<file path="config.mk">
export PLATFORM = sky130hd
export DESIGN_NAME = cordic_cartesian_to_polar
export DESIGN_NICKNAME = d
export VERILOG_FILES = /design/src/rtl/cc2p_pkg.sv /design/src/rtl/cordic_cartesian_to_polar.sv /design/src/rtl/cc2p_cell.sv /design/src/rtl/cc2p_post.sv
export VERILOG_INCLUDE_DIRS = /design/src /design/src/rtl
export SDC_FILE = /design/constraint.sdc
export NUM_CORES = 2
export LEC_CHECK = 0
export BUFFER_PORTS_ARGS = -buffer_cell sky130_fd_sc_hd__buf_4
export CORE_MARGIN = 3
export CORE_UTILIZATION = 55
export DETAILED_ROUTE_END_ITERATION = 16
export GPL_ROUTABILITY_DRIVEN = 0
export PLACE_DENSITY_LB_ADDON = 0.3
export RECOVER_POWER = 50
export SETUP_SLACK_MARGIN = 0.1
export SLEW_MARGIN = 20
export SYNTH_ARGS = -nofsm -noshare
export SYNTH_HDL_FRONTEND = slang
export SYNTH_SLANG_ARGS = --single-unit
</file>
<file path="constraint.sdc">
create_clock -name clock -period 7.6 [get_ports clock]
set_input_delay 0.76 -clock clock [delete_from_list [all_inputs] [get_ports clock]]
set_output_delay 0.76 -clock clock [all_outputs]
set_load 0.1 [all_outputs]
</file>
<file path="src/rtl/cordic_cartesian_to_polar_defines.svh">
// assertion macros shared by the cartesian to polar converter
`ifndef CORDIC_CARTESIAN_TO_POLAR_DEFINES_SVH
`define CORDIC_CARTESIAN_TO_POLAR_DEFINES_SVH

// same-cycle implication, checked on every rising clock edge outside reset
`define CC2P_ASSERT_IMPLIES(label, ante, cons, msg) \
   label: assert property (@(posedge clock) disable iff (reset) (ante) |-> (cons)) \
      else $error(msg);

// next-cycle implication, checked on every rising clock edge outside reset
`define CC2P_ASSERT_NEXT(label, ante, cons, msg) \
   label: assert property (@(posedge clock) disable iff (reset) (ante) |=> (cons)) \
      else $error(msg);

`endif

</file>
<file path="src/rtl/cc2p_pkg.sv">
// shared constants, types and tables of the cartesian to polar converter
package cc2p_pkg;

   localparam int ITERATIONS = 16;
   localparam int DATA_WIDTH = 16;
   localparam int TABLE_LEN  = 24;
   localparam int NUM_CELLS  = (ITERATIONS < TABLE_LEN) ? ITERATIONS : TABLE_LEN;
   localparam int IDX_W      = $clog2(NUM_CELLS);

   localparam int COORD_W  = 15;
   localparam int RADIUS_W = 15;
   localparam int ANGLE_W  = 16;

   // x/y datapath: q.14 with room for the cordic gain on a sqrt(2) vector
   localparam int XY_W  = COORD_W + 3;
   // angle accumulator: DATA_WIDTH fraction bits, range beyond pi plus the table sum
   localparam int ACC_W = DATA_WIDTH + 4;

   localparam longint PI_Q32   = 64'sd13493037704;
   localparam longint GAIN_Q32 = 64'sd2608131496;

   localparam longint ATAN_Q32 [TABLE_LEN] = '{
      64'sd3373259426, 64'sd1991351318, 64'sd1052175346, 64'sd534100635,
      64'sd268086748,  64'sd134174063,  64'sd67103403,   64'sd33553749,
      64'sd16777131,   64'sd8388597,    64'sd4194303,    64'sd2097152,
      64'sd1048576,    64'sd524288,     64'sd262144,     64'sd131072,
      64'sd65536,      64'sd32768,      64'sd16384,      64'sd8192,
      64'sd4096,       64'sd2048,       64'sd1024,       64'sd512
   };

   // angle output scaling: q.DATA_WIDTH to q3.13
   localparam int ANGLE_RSHIFT = (DATA_WIDTH >= 13) ? (DATA_WIDTH - 13) : 0;
   localparam int ANGLE_LSHIFT = (DATA_WIDTH < 13) ? (13 - DATA_WIDTH) : 0;
   localparam longint ANGLE_RND =
      (ANGLE_RSHIFT == 0) ? 64'sd0 : (64'sd1 <<< (ANGLE_RSHIFT - 1));

   typedef struct packed {
      logic signed [XY_W-1:0]  x;
      logic signed [XY_W-1:0]  y;
      logic signed [ACC_W-1:0] acc;
   } vec_type;

   // q.32 constant to accumulator format, round half up
   function automatic logic signed [ACC_W-1:0] to_acc(input longint q32);
      longint shift;
      longint rounded;
      shift = 64'sd32 - DATA_WIDTH;
      if (shift == 0) begin
         rounded = q32;
      end else begin
         rounded = (q32 + (64'sd1 <<< (shift - 1))) >>> shift;
      end
      return ACC_W'(rounded);
   endfunction

   function automatic logic signed [ACC_W-1:0] atan_acc(input logic [IDX_W-1:0] idx);
      return to_acc(ATAN_Q32[idx]);
   endfunction

   localparam logic signed [ACC_W-1:0] PI_ACC = to_acc(PI_Q32);

endpackage

</file>
<file path="src/rtl/cordic_cartesian_to_polar.sv">
// top level of the pipelined cordic cartesian to polar converter
// usage:
//   request channel req_*: one point (x, y) in signed q1.14 per request
//   response channel rsp_*: radius in unsigned q1.14 and angle in q3.13 radians
//   every request gives exactly one response, in order
// path: a request passes through one mirror stage, one cell per cordic iteration,
//   then the multiply and output stages before its response
// throughput: one request per cycle while the response side accepts; each stage is
//   its own register and the iteration count sets the depth, not the rate
// stall: each stage holds its point while the next stage is full, so bubbles
//   close up and requests keep entering until every stage is occupied
// reset: synchronous, clears all stage valid flags; the pipe is empty after it
`include "cordic_cartesian_to_polar_defines.svh"

module cordic_cartesian_to_polar (
   input  logic        clock,
   input  logic        reset,
   input  logic        req_tvalid,
   output logic        req_tready,
   input  logic [31:0] req_tdata,   // [14:0] x_coord, [29:15] y_coord, [31:30] zero
   output logic        rsp_tvalid,
   input  logic        rsp_tready,
   output logic [31:0] rsp_tdata    // [14:0] radius, [30:15] angle, [31] zero
);

   localparam int N = cc2p_pkg::NUM_CELLS;

   // unpacked request fields
   logic signed [cc2p_pkg::COORD_W-1:0] x_coord, y_coord;
   logic signed [cc2p_pkg::XY_W-1:0]    x_ext, y_ext;

   // mirror stage: points with negative x are turned through pi
   logic              prep_valid_ff, prep_valid_in;
   cc2p_pkg::vec_type prep_vec_ff, prep_vec_in;

   // chain links between stages, link 0 is the mirror stage output
   logic              link_valid [N+1];
   logic              link_ready [N+1];
   cc2p_pkg::vec_type link_vec   [N+1];

   logic [cc2p_pkg::RADIUS_W-1:0]       radius;
   logic signed [cc2p_pkg::ANGLE_W-1:0] angle;

   assign x_coord = req_tdata[cc2p_pkg::COORD_W-1:0];
   assign y_coord = req_tdata[2*cc2p_pkg::COORD_W-1:cc2p_pkg::COORD_W];
   assign x_ext   = cc2p_pkg::XY_W'(x_coord);
   assign y_ext   = cc2p_pkg::XY_W'(y_coord);

   assign req_tready = !prep_valid_ff || link_ready[0];

   always_comb begin
      if (x_ext < 0) begin
         // mirror through the origin, start from +pi or -pi by sign of y
         prep_vec_in.x   = -x_ext;
         prep_vec_in.y   = -y_ext;
         prep_vec_in.acc = (y_ext < 0) ? -cc2p_pkg::PI_ACC : cc2p_pkg::PI_ACC;
      end else begin
         prep_vec_in.x   = x_ext;
         prep_vec_in.y   = y_ext;
         prep_vec_in.acc = '0;
      end
      prep_valid_in = req_tready ? req_tvalid : prep_valid_ff;
   end

   always_ff @(posedge clock) begin
      if (reset) begin
         prep_valid_ff <= 1'b0;
      end else begin
         prep_valid_ff <= prep_valid_in;
      end
      if (req_tready && req_tvalid) begin
         prep_vec_ff <= prep_vec_in;
      end
   end

   assign link_valid[0] = prep_valid_ff;
   assign link_vec[0]   = prep_vec_ff;

   // one cell per iteration, cell k shifts by k and uses atan(2^-k)
   for (genvar k = 0; k < N; k++) begin : g_cell
      cc2p_cell u_cell (
         .clock     (clock),
         .reset     (reset),
         .iter_idx  (cc2p_pkg::IDX_W'(k)),
         .in_valid  (link_valid[k]),
         .in_ready  (link_ready[k]),
         .in_vec    (link_vec[k]),
         .out_valid (link_valid[k+1]),
         .out_ready (link_ready[k+1]),
         .out_vec   (link_vec[k+1])
      );
   end

   // gain correction and output formatting, ends in the response register
   cc2p_post u_post (
      .clock      (clock),
      .reset      (reset),
      .in_valid   (link_valid[N]),
      .in_ready   (link_ready[N]),
      .in_vec     (link_vec[N]),
      .out_valid  (rsp_tvalid),
      .out_ready  (rsp_tready),
      .out_radius (radius),
      .out_angle  (angle)
   );

   assign rsp_tdata = {1'b0, angle, radius};

   // requests are only held off when the whole pipe is backed up from the output
   `CC2P_ASSERT_IMPLIES(a_stall_from_output, !req_tready, rsp_tvalid && !rsp_tready,
      "request stalled while the response side is free")
   // an accepted request always lands in the mirror stage
   `CC2P_ASSERT_NEXT(a_request_enters, req_tvalid && req_tready, prep_valid_ff,
      "accepted request not held in the mirror stage")
   // the pipe comes out of reset empty
   `CC2P_ASSERT_IMPLIES(a_empty_after_reset, $past(reset), !rsp_tvalid && !prep_valid_ff,
      "pipeline not empty after reset")

endmodule

</file>
<file path="src/rtl/cc2p_cell.sv">
// one cordic vectoring iteration with its own pipeline register
module cc2p_cell (
   input  logic                          clock,
   input  logic                          reset,
   input  logic [cc2p_pkg::IDX_W-1:0]    iter_idx,
   input  logic                          in_valid,
   output logic                          in_ready,
   input  cc2p_pkg::vec_type             in_vec,
   output logic                          out_valid,
   input  logic                          out_ready,
   output cc2p_pkg::vec_type             out_vec
);

   logic              valid_ff, valid_in;
   cc2p_pkg::vec_type vec_ff, vec_in;
   logic signed [cc2p_pkg::XY_W-1:0]  x_shr, y_shr;
   logic signed [cc2p_pkg::ACC_W-1:0] atan_val;

   assign in_ready  = !valid_ff || out_ready;
   assign out_valid = valid_ff;
   assign out_vec   = vec_ff;

   always_comb begin
      x_shr    = in_vec.x >>> iter_idx;
      y_shr    = in_vec.y >>> iter_idx;
      atan_val = cc2p_pkg::atan_acc(iter_idx);
      // rotate toward y = 0, sign of y picks the direction
      if (in_vec.y < 0) begin
         vec_in.x   = in_vec.x - y_shr;
         vec_in.y   = in_vec.y + x_shr;
         vec_in.acc = in_vec.acc - atan_val;
      end else begin
         vec_in.x   = in_vec.x + y_shr;
         vec_in.y   = in_vec.y - x_shr;
         vec_in.acc = in_vec.acc + atan_val;
      end
      valid_in = in_ready ? in_valid : valid_ff;
   end

   always_ff @(posedge clock) begin
      if (reset) begin
         valid_ff <= 1'b0;
      end else begin
         valid_ff <= valid_in;
      end
      if (in_ready && in_valid) begin
         vec_ff <= vec_in;
      end
   end

endmodule

</file>
<file path="src/rtl/cc2p_post.sv">
// gain multiply, rounding and saturation of radius and angle, output register
module cc2p_post (
   input  logic                                 clock,
   input  logic                                 reset,
   input  logic                                 in_valid,
   output logic                                 in_ready,
   input  cc2p_pkg::vec_type                    in_vec,
   output logic                                 out_valid,
   input  logic                                 out_ready,
   output logic [cc2p_pkg::RADIUS_W-1:0]        out_radius,
   output logic signed [cc2p_pkg::ANGLE_W-1:0]  out_angle
);

   localparam int PROD_W = cc2p_pkg::XY_W + 33;
   localparam int RAD_W  = PROD_W - 32;
   localparam int ANG_W  = cc2p_pkg::ACC_W + cc2p_pkg::ANGLE_LSHIFT + 1;

   localparam logic signed [32:0] GAIN_S = 33'(cc2p_pkg::GAIN_Q32);
   localparam logic signed [PROD_W-1:0] RAD_RND =
      {{(PROD_W-32){1'b0}}, 1'b1, 31'b0};
   localparam logic signed [RAD_W-1:0] RAD_MAX =
      {{(RAD_W-cc2p_pkg::RADIUS_W){1'b0}}, {cc2p_pkg::RADIUS_W{1'b1}}};
   localparam logic signed [ANG_W-1:0] ANG_RND = ANG_W'(cc2p_pkg::ANGLE_RND);
   localparam logic signed [ANG_W-1:0] ANG_MAX = ANG_W'(32767);
   localparam logic signed [ANG_W-1:0] ANG_MIN = ANG_W'(-32768);

   // multiply stage
   logic                                 mul_valid_ff, mul_valid_in;
   logic signed [PROD_W-1:0]             prod_ff, prod_in;
   logic signed [cc2p_pkg::ANGLE_W-1:0]  angle_ff, angle_in;
   logic signed [ANG_W-1:0]              ang_wide;
   logic                                 mul_ready;

   // output stage
   logic                                 out_valid_ff, out_valid_in;
   logic [cc2p_pkg::RADIUS_W-1:0]        radius_ff, radius_in;
   logic signed [cc2p_pkg::ANGLE_W-1:0]  angle_out_ff;
   logic signed [PROD_W-1:0]             rnd_sum;
   logic signed [RAD_W-1:0]              rad_wide;

   assign in_ready   = !mul_valid_ff || mul_ready;
   assign mul_ready  = !out_valid_ff || out_ready;
   assign out_valid  = out_valid_ff;
   assign out_radius = radius_ff;
   assign out_angle  = angle_out_ff;

   always_comb begin
      prod_in  = in_vec.x * GAIN_S;
      ang_wide = ((ANG_W'(in_vec.acc) + ANG_RND) >>> cc2p_pkg::ANGLE_RSHIFT)
                 <<< cc2p_pkg::ANGLE_LSHIFT;
      if (ang_wide > ANG_MAX) begin
         angle_in = cc2p_pkg::ANGLE_W'(ANG_MAX);
      end else if (ang_wide < ANG_MIN) begin
         angle_in = cc2p_pkg::ANGLE_W'(ANG_MIN);
      end else begin
         angle_in = cc2p_pkg::ANGLE_W'(ang_wide);
      end
      mul_valid_in = in_ready ? in_valid : mul_valid_ff;
   end

   always_comb begin
      rnd_sum  = prod_ff + RAD_RND;
      rad_wide = RAD_W'(rnd_sum >>> 32);
      if (rad_wide < 0) begin
         radius_in = '0;
      end else if (rad_wide > RAD_MAX) begin
         radius_in = cc2p_pkg::RADIUS_W'(RAD_MAX);
      end else begin
         radius_in = cc2p_pkg::RADIUS_W'(rad_wide);
      end
      out_valid_in = mul_ready ? mul_valid_ff : out_valid_ff;
   end

   always_ff @(posedge clock) begin
      if (reset) begin
         mul_valid_ff <= 1'b0;
         out_valid_ff <= 1'b0;
      end else begin
         mul_valid_ff <= mul_valid_in;
         out_valid_ff <= out_valid_in;
      end
      if (in_ready && in_valid) begin
         prod_ff  <= prod_in;
         angle_ff <= angle_in;
      end
      if (mul_ready && mul_valid_ff) begin
         radius_ff    <= radius_in;
         angle_out_ff <= angle_ff;
      end
   end

endmodule
</file>
==> insert_results.sql <==
INSERT INTO impl_metrics (metric_group, metric, value, unit) VALUES
('sta', 'final.setup.worst_slack', '611.4', 'ps'),
('route', 'vias', '54870', ''),
('sta', 'grt_setup_unrepaired', 'false', ''),
('place', 'placed_cells', '9332', ''),
('final_layout', 'syn_to_final_growth', '8.136', '%'),
('logic_synthesis', 'synthFlopType', 'sky130_fd_sc_hd__edfxtp_1', ''),
('power_and_ir_drop', 'power.switching_fraction', '26.94', '%'),
('power_and_ir_drop', 'combPwrFrac', '18.2', '%'),
('power_and_ir_drop', 'internal_power_of_the_cells', '10490', 'uW'),
('power_and_ir_drop', 'power_density', '172.0', 'mW/mm2'),
('setup_path', 'path_class', 'reg -> reg', ''),
('sta', 'final_hold_viol_count', '0', ''),
('sta', 'finalSetupViolations', '0', ''),
('clock_tree', 'tritoncts', 'yes', ''),
('logic_synthesis', 'synth.distinct_cells', '91', ''),
('setup_path', 'critical_path_required', '8090', 'ps'),
('run_status', 'violations', 'max-capacitance violations, max-slew violations', ''),
('power_and_ir_drop', 'power.leakage', '0.03448', 'uW'),
('sta', 'max_clock_freq', '143.1', 'MHz'),
('final_layout', 'layout.nets', '8871', ''),
('die', 'floorplan.io_pins', '70', ''),
('setup_path', 'setup.worst_path.start_class', 'flop', ''),
('place', 'place_area', '0.08017', 'mm2'),
('clock_tree', 'cts_buffers', '111', ''),
('final_layout', 'fill_cells', '11270', ''),
('die', 'floorplan.rows', '136', ''),
('logic_synthesis', 'synth_top_cells_by_area', 'sky130_fd_sc_hd__edfxtp_1 37%, sky130_fd_sc_hd__ha_1 16%, sky130_fd_sc_hd__xnor2_1 7.7%', ''),
('route', 'drtAntennaViolNets', '0', ''),
('logic_synthesis', 'synth.yosys.warnings', '0', ''),
('global_routing', 'antenna_found_initial', '2', ''),
('setup_path', 'worst_ep_arrival_time', '7480', 'ps'),
('final_layout', 'commonest_non_fill_non_tap_cells_in_the_layout', '999 x sky130_fd_sc_hd__ha_1, 953 x sky130_fd_sc_hd__edfxtp_1, 727 x sky130_fd_sc_hd__inv_1', ''),
('route', 'drtPass1Iterations', '6', ''),
('setup_path', 'crit_path_end_kind', 'flop', ''),
('route', 'remaining_drc_errors', '0', ''),
('final_layout', 'fraction_of_layout_instances_using_a_drive_strength_above_1', '3.818', '%'),
('die', 'die_width', '380.7', 'um'),
('sta', 'final_max_slew_viol_count', '879', ''),
('logic_synthesis', 'number_of_enable_flip_flop_cells_after_synthesis', '953', ''),
('global_routing', 'via_count_of_the_first_global_routing_pass', '54410', ''),
('min_path', 'hold_path.class', 'in -> reg', ''),
('sta', 'tightestPinTransition', '3196', 'ps'),
('logic_synthesis', 'synthCells', '7449', ''),
('power_and_ir_drop', 'worst_ir_drop_vdd', '0.1936', 'mV'),
('place', 'post-dp-hpwl', '133900', 'um'),
('global_routing', 'grt_util_all_layers', '22.90', '%'),
('clock_tree', 'ctsResizeCount', '0', ''),
('logic_synthesis', 'synthesis.area_per_instance', '10.37', 'um2'),
('logic_synthesis', 'synth_largest_area_cell', 'sky130_fd_sc_hd__edfxtp_1', ''),
('die', 'floorplan.core_area', '0.1385', 'mm2'),
('clock_tree', 'clk-insertion-delay-late', '740', 'ps'),
('flow_run', 'drv_cap', '21', ''),
('route', 'drt_wl_total', '169200', 'um'),
('sta', 'skew_final', '66.17', 'ps'),
('route', 'post_drt_via_cell_ratio', '5.752', ''),
('logic_synthesis', 'postSynthRegisterBits', '972', ''),
('clock_tree', 'cts.reportedPaths.clkPinSlew', '60', 'ps'),
('final_layout', 'final_core_util', '60.29', '%'),
('clock_tree', 'post_cts_hold_buffer_count', '0', ''),
('place', 'post_place_worst_slack', '685.5', 'ps'),
('setup_path', 'worstPathMaxFanout', '7', ''),
('power_and_ir_drop', 'p_seq_share', '44.0', '%'),
('sta', 'slew-limit-headroom', '-113.5', '%'),
('die', 'start_util', '55.76', '%'),
('run_status', 'result_of_the_run', 'finished, violations left', ''),
('logic_synthesis', 'synth_top_cell_area_share', '37.05', '%'),
('logic_synthesis', 'postSynth.asyncResetShare', '0', '%'),
('clock_tree', 'clock_tree.buffer_depth', '3', ''),
('global_routing', 'global_route.overflow_total', '0', ''),
('place', 'port_buffers', '66', ''),
('die', 'die_y', '380.7', 'um');
[registers in the layout (all words and copies together), names as in the netlist]
| register | count |
|---|---|
| u_post.prod_ff | 20 |
| prep_valid_ff | 1 |
| u_post.out_radius | 15 |
| link_vec | 39 |
| g_cell.u_cell.out_valid | 16 |
| g_cell.u_cell.out_vec | 847 |
| u_post.mul_valid_ff | 1 |
| u_post.out_angle | 16 |
| u_post.angle_ff | 16 |
| u_post.out_valid | 1 |
[worst max-delay path: stages (launching register included)]
cell,delay [ps]
sky130_fd_sc_hd__edfxtp_1,630
sky130_fd_sc_hd__ha_1,600
sky130_fd_sc_hd__inv_1,160
sky130_fd_sc_hd__fa_1,540
sky130_fd_sc_hd__inv_1,90
sky130_fd_sc_hd__fa_1,520
sky130_fd_sc_hd__fa_1,550
sky130_fd_sc_hd__inv_1,50
sky130_fd_sc_hd__fa_1,530
sky130_fd_sc_hd__inv_1,50
sky130_fd_sc_hd__fa_1,480
sky130_fd_sc_hd__ha_1,350
sky130_fd_sc_hd__a21oi_1,270
sky130_fd_sc_hd__o21ai_0,140
sky130_fd_sc_hd__nor2_1,110
sky130_fd_sc_hd__o211ai_1,130
sky130_fd_sc_hd__a41oi_1,500
sky130_fd_sc_hd__o21a_2,260
sky130_fd_sc_hd__o21ai_0,160
sky130_fd_sc_hd__a41oi_1,330
sky130_fd_sc_hd__o21bai_1,120
sky130_fd_sc_hd__xor2_1,150
[path summary, 6_finish.rpt]
path	from	end	slack, ps	cells past startpoint
max	g_cell[15].u_cell.out_vec[47]$_DFFE_PP_	u_post.prod_ff[50]$_DFFE_PP_	610	21
max reg2reg	g_cell[15].u_cell.out_vec[47]$_DFFE_PP_	u_post.prod_ff[50]$_DFFE_PP_	610	21
min	req_tdata[0]	link_vec[934]$_DFFE_PP_	280	1
min reg2reg	g_cell[6].u_cell.out_vec[7]$_DFFE_PP_	g_cell[7].u_cell.out_vec[7]$_DFFE_PP_	380	0
[per-stage QoR]
stage | hold WS, ps | total power, uW
after floorplan | 400.3 | 8398
after global placement | 401.4 | 8950
after detailed placement | 404.5 | 9016
after CTS | 151.6 | 14470
after global routing | 217.4 | 15010
final | 275.6 | 14360
[metal layers]
metal,up-vias,GRT usage [%],wire length (um)
li1,26860,-,-
met1,26430,30.30,73990
met2,1310,39.43,82020
met3,262,3.241,8896
met4,0,6.065,4313
met5,-,0,0
[power groups by stage]
stage | clock, uW | sequential (uW) | combinational (uW)
global placement | 0 | 6430 | 2520
CTS | 5550 | 6320 | 2600
finish | 5420 | 6320 | 2620
detailed placement | 0 | 6430 | 2580
floorplan | 0 | 6380 | 2020
global route | 5760 | 6340 | 2910
[Yosys cell counts, drive strengths merged, types with 37 or more instances]
master and instances:
ha 999, edfxtp 953, inv 727, xnor2 677, nor2 631, a21oi 535, o21ai 340, nand2 305
xor2 266, nor3 261, fa 253, a21o 157, nor2b 153, nand3 139, and3 80, o21a 80
o21bai 77, clkbuf 68, or3 61, nand2b 60, a211oi 59, a31oi 50, a21boi 46, nor4 44
o31ai 43, o211ai 37
[cell families (layout without fill, tap and decap cells)]
family,Yosys count,after routing,synth area share [%]
AOI/OAI and AO/OA,1586,1586,13.09
xor gates and xnor gates,943,943,10.69
adders and majority gates,1252,1252,22.74
buffers and inverters,810,1033,3.956
DFF,972,972,37.55
muxes,40,40,0.5460
other,1,5,0.004856
and+or+nand+nor,1845,1845,11.42
[cell type report]
class	instances	area, um2	share of cell area (%)
multi-input combinational	5670	45220	54.14
sequential	972	29000	34.72
clock buffer	143	2990	3.581
inverter	728	2733	3.272
tap	1863	2331	2.791
clock inverter	62	710.7	0.8510
timing repair buffer	100	533.0	0.6382
antenna	1	2.502	0.002996
No activity file was read; power rests on OpenSTA's default activity.
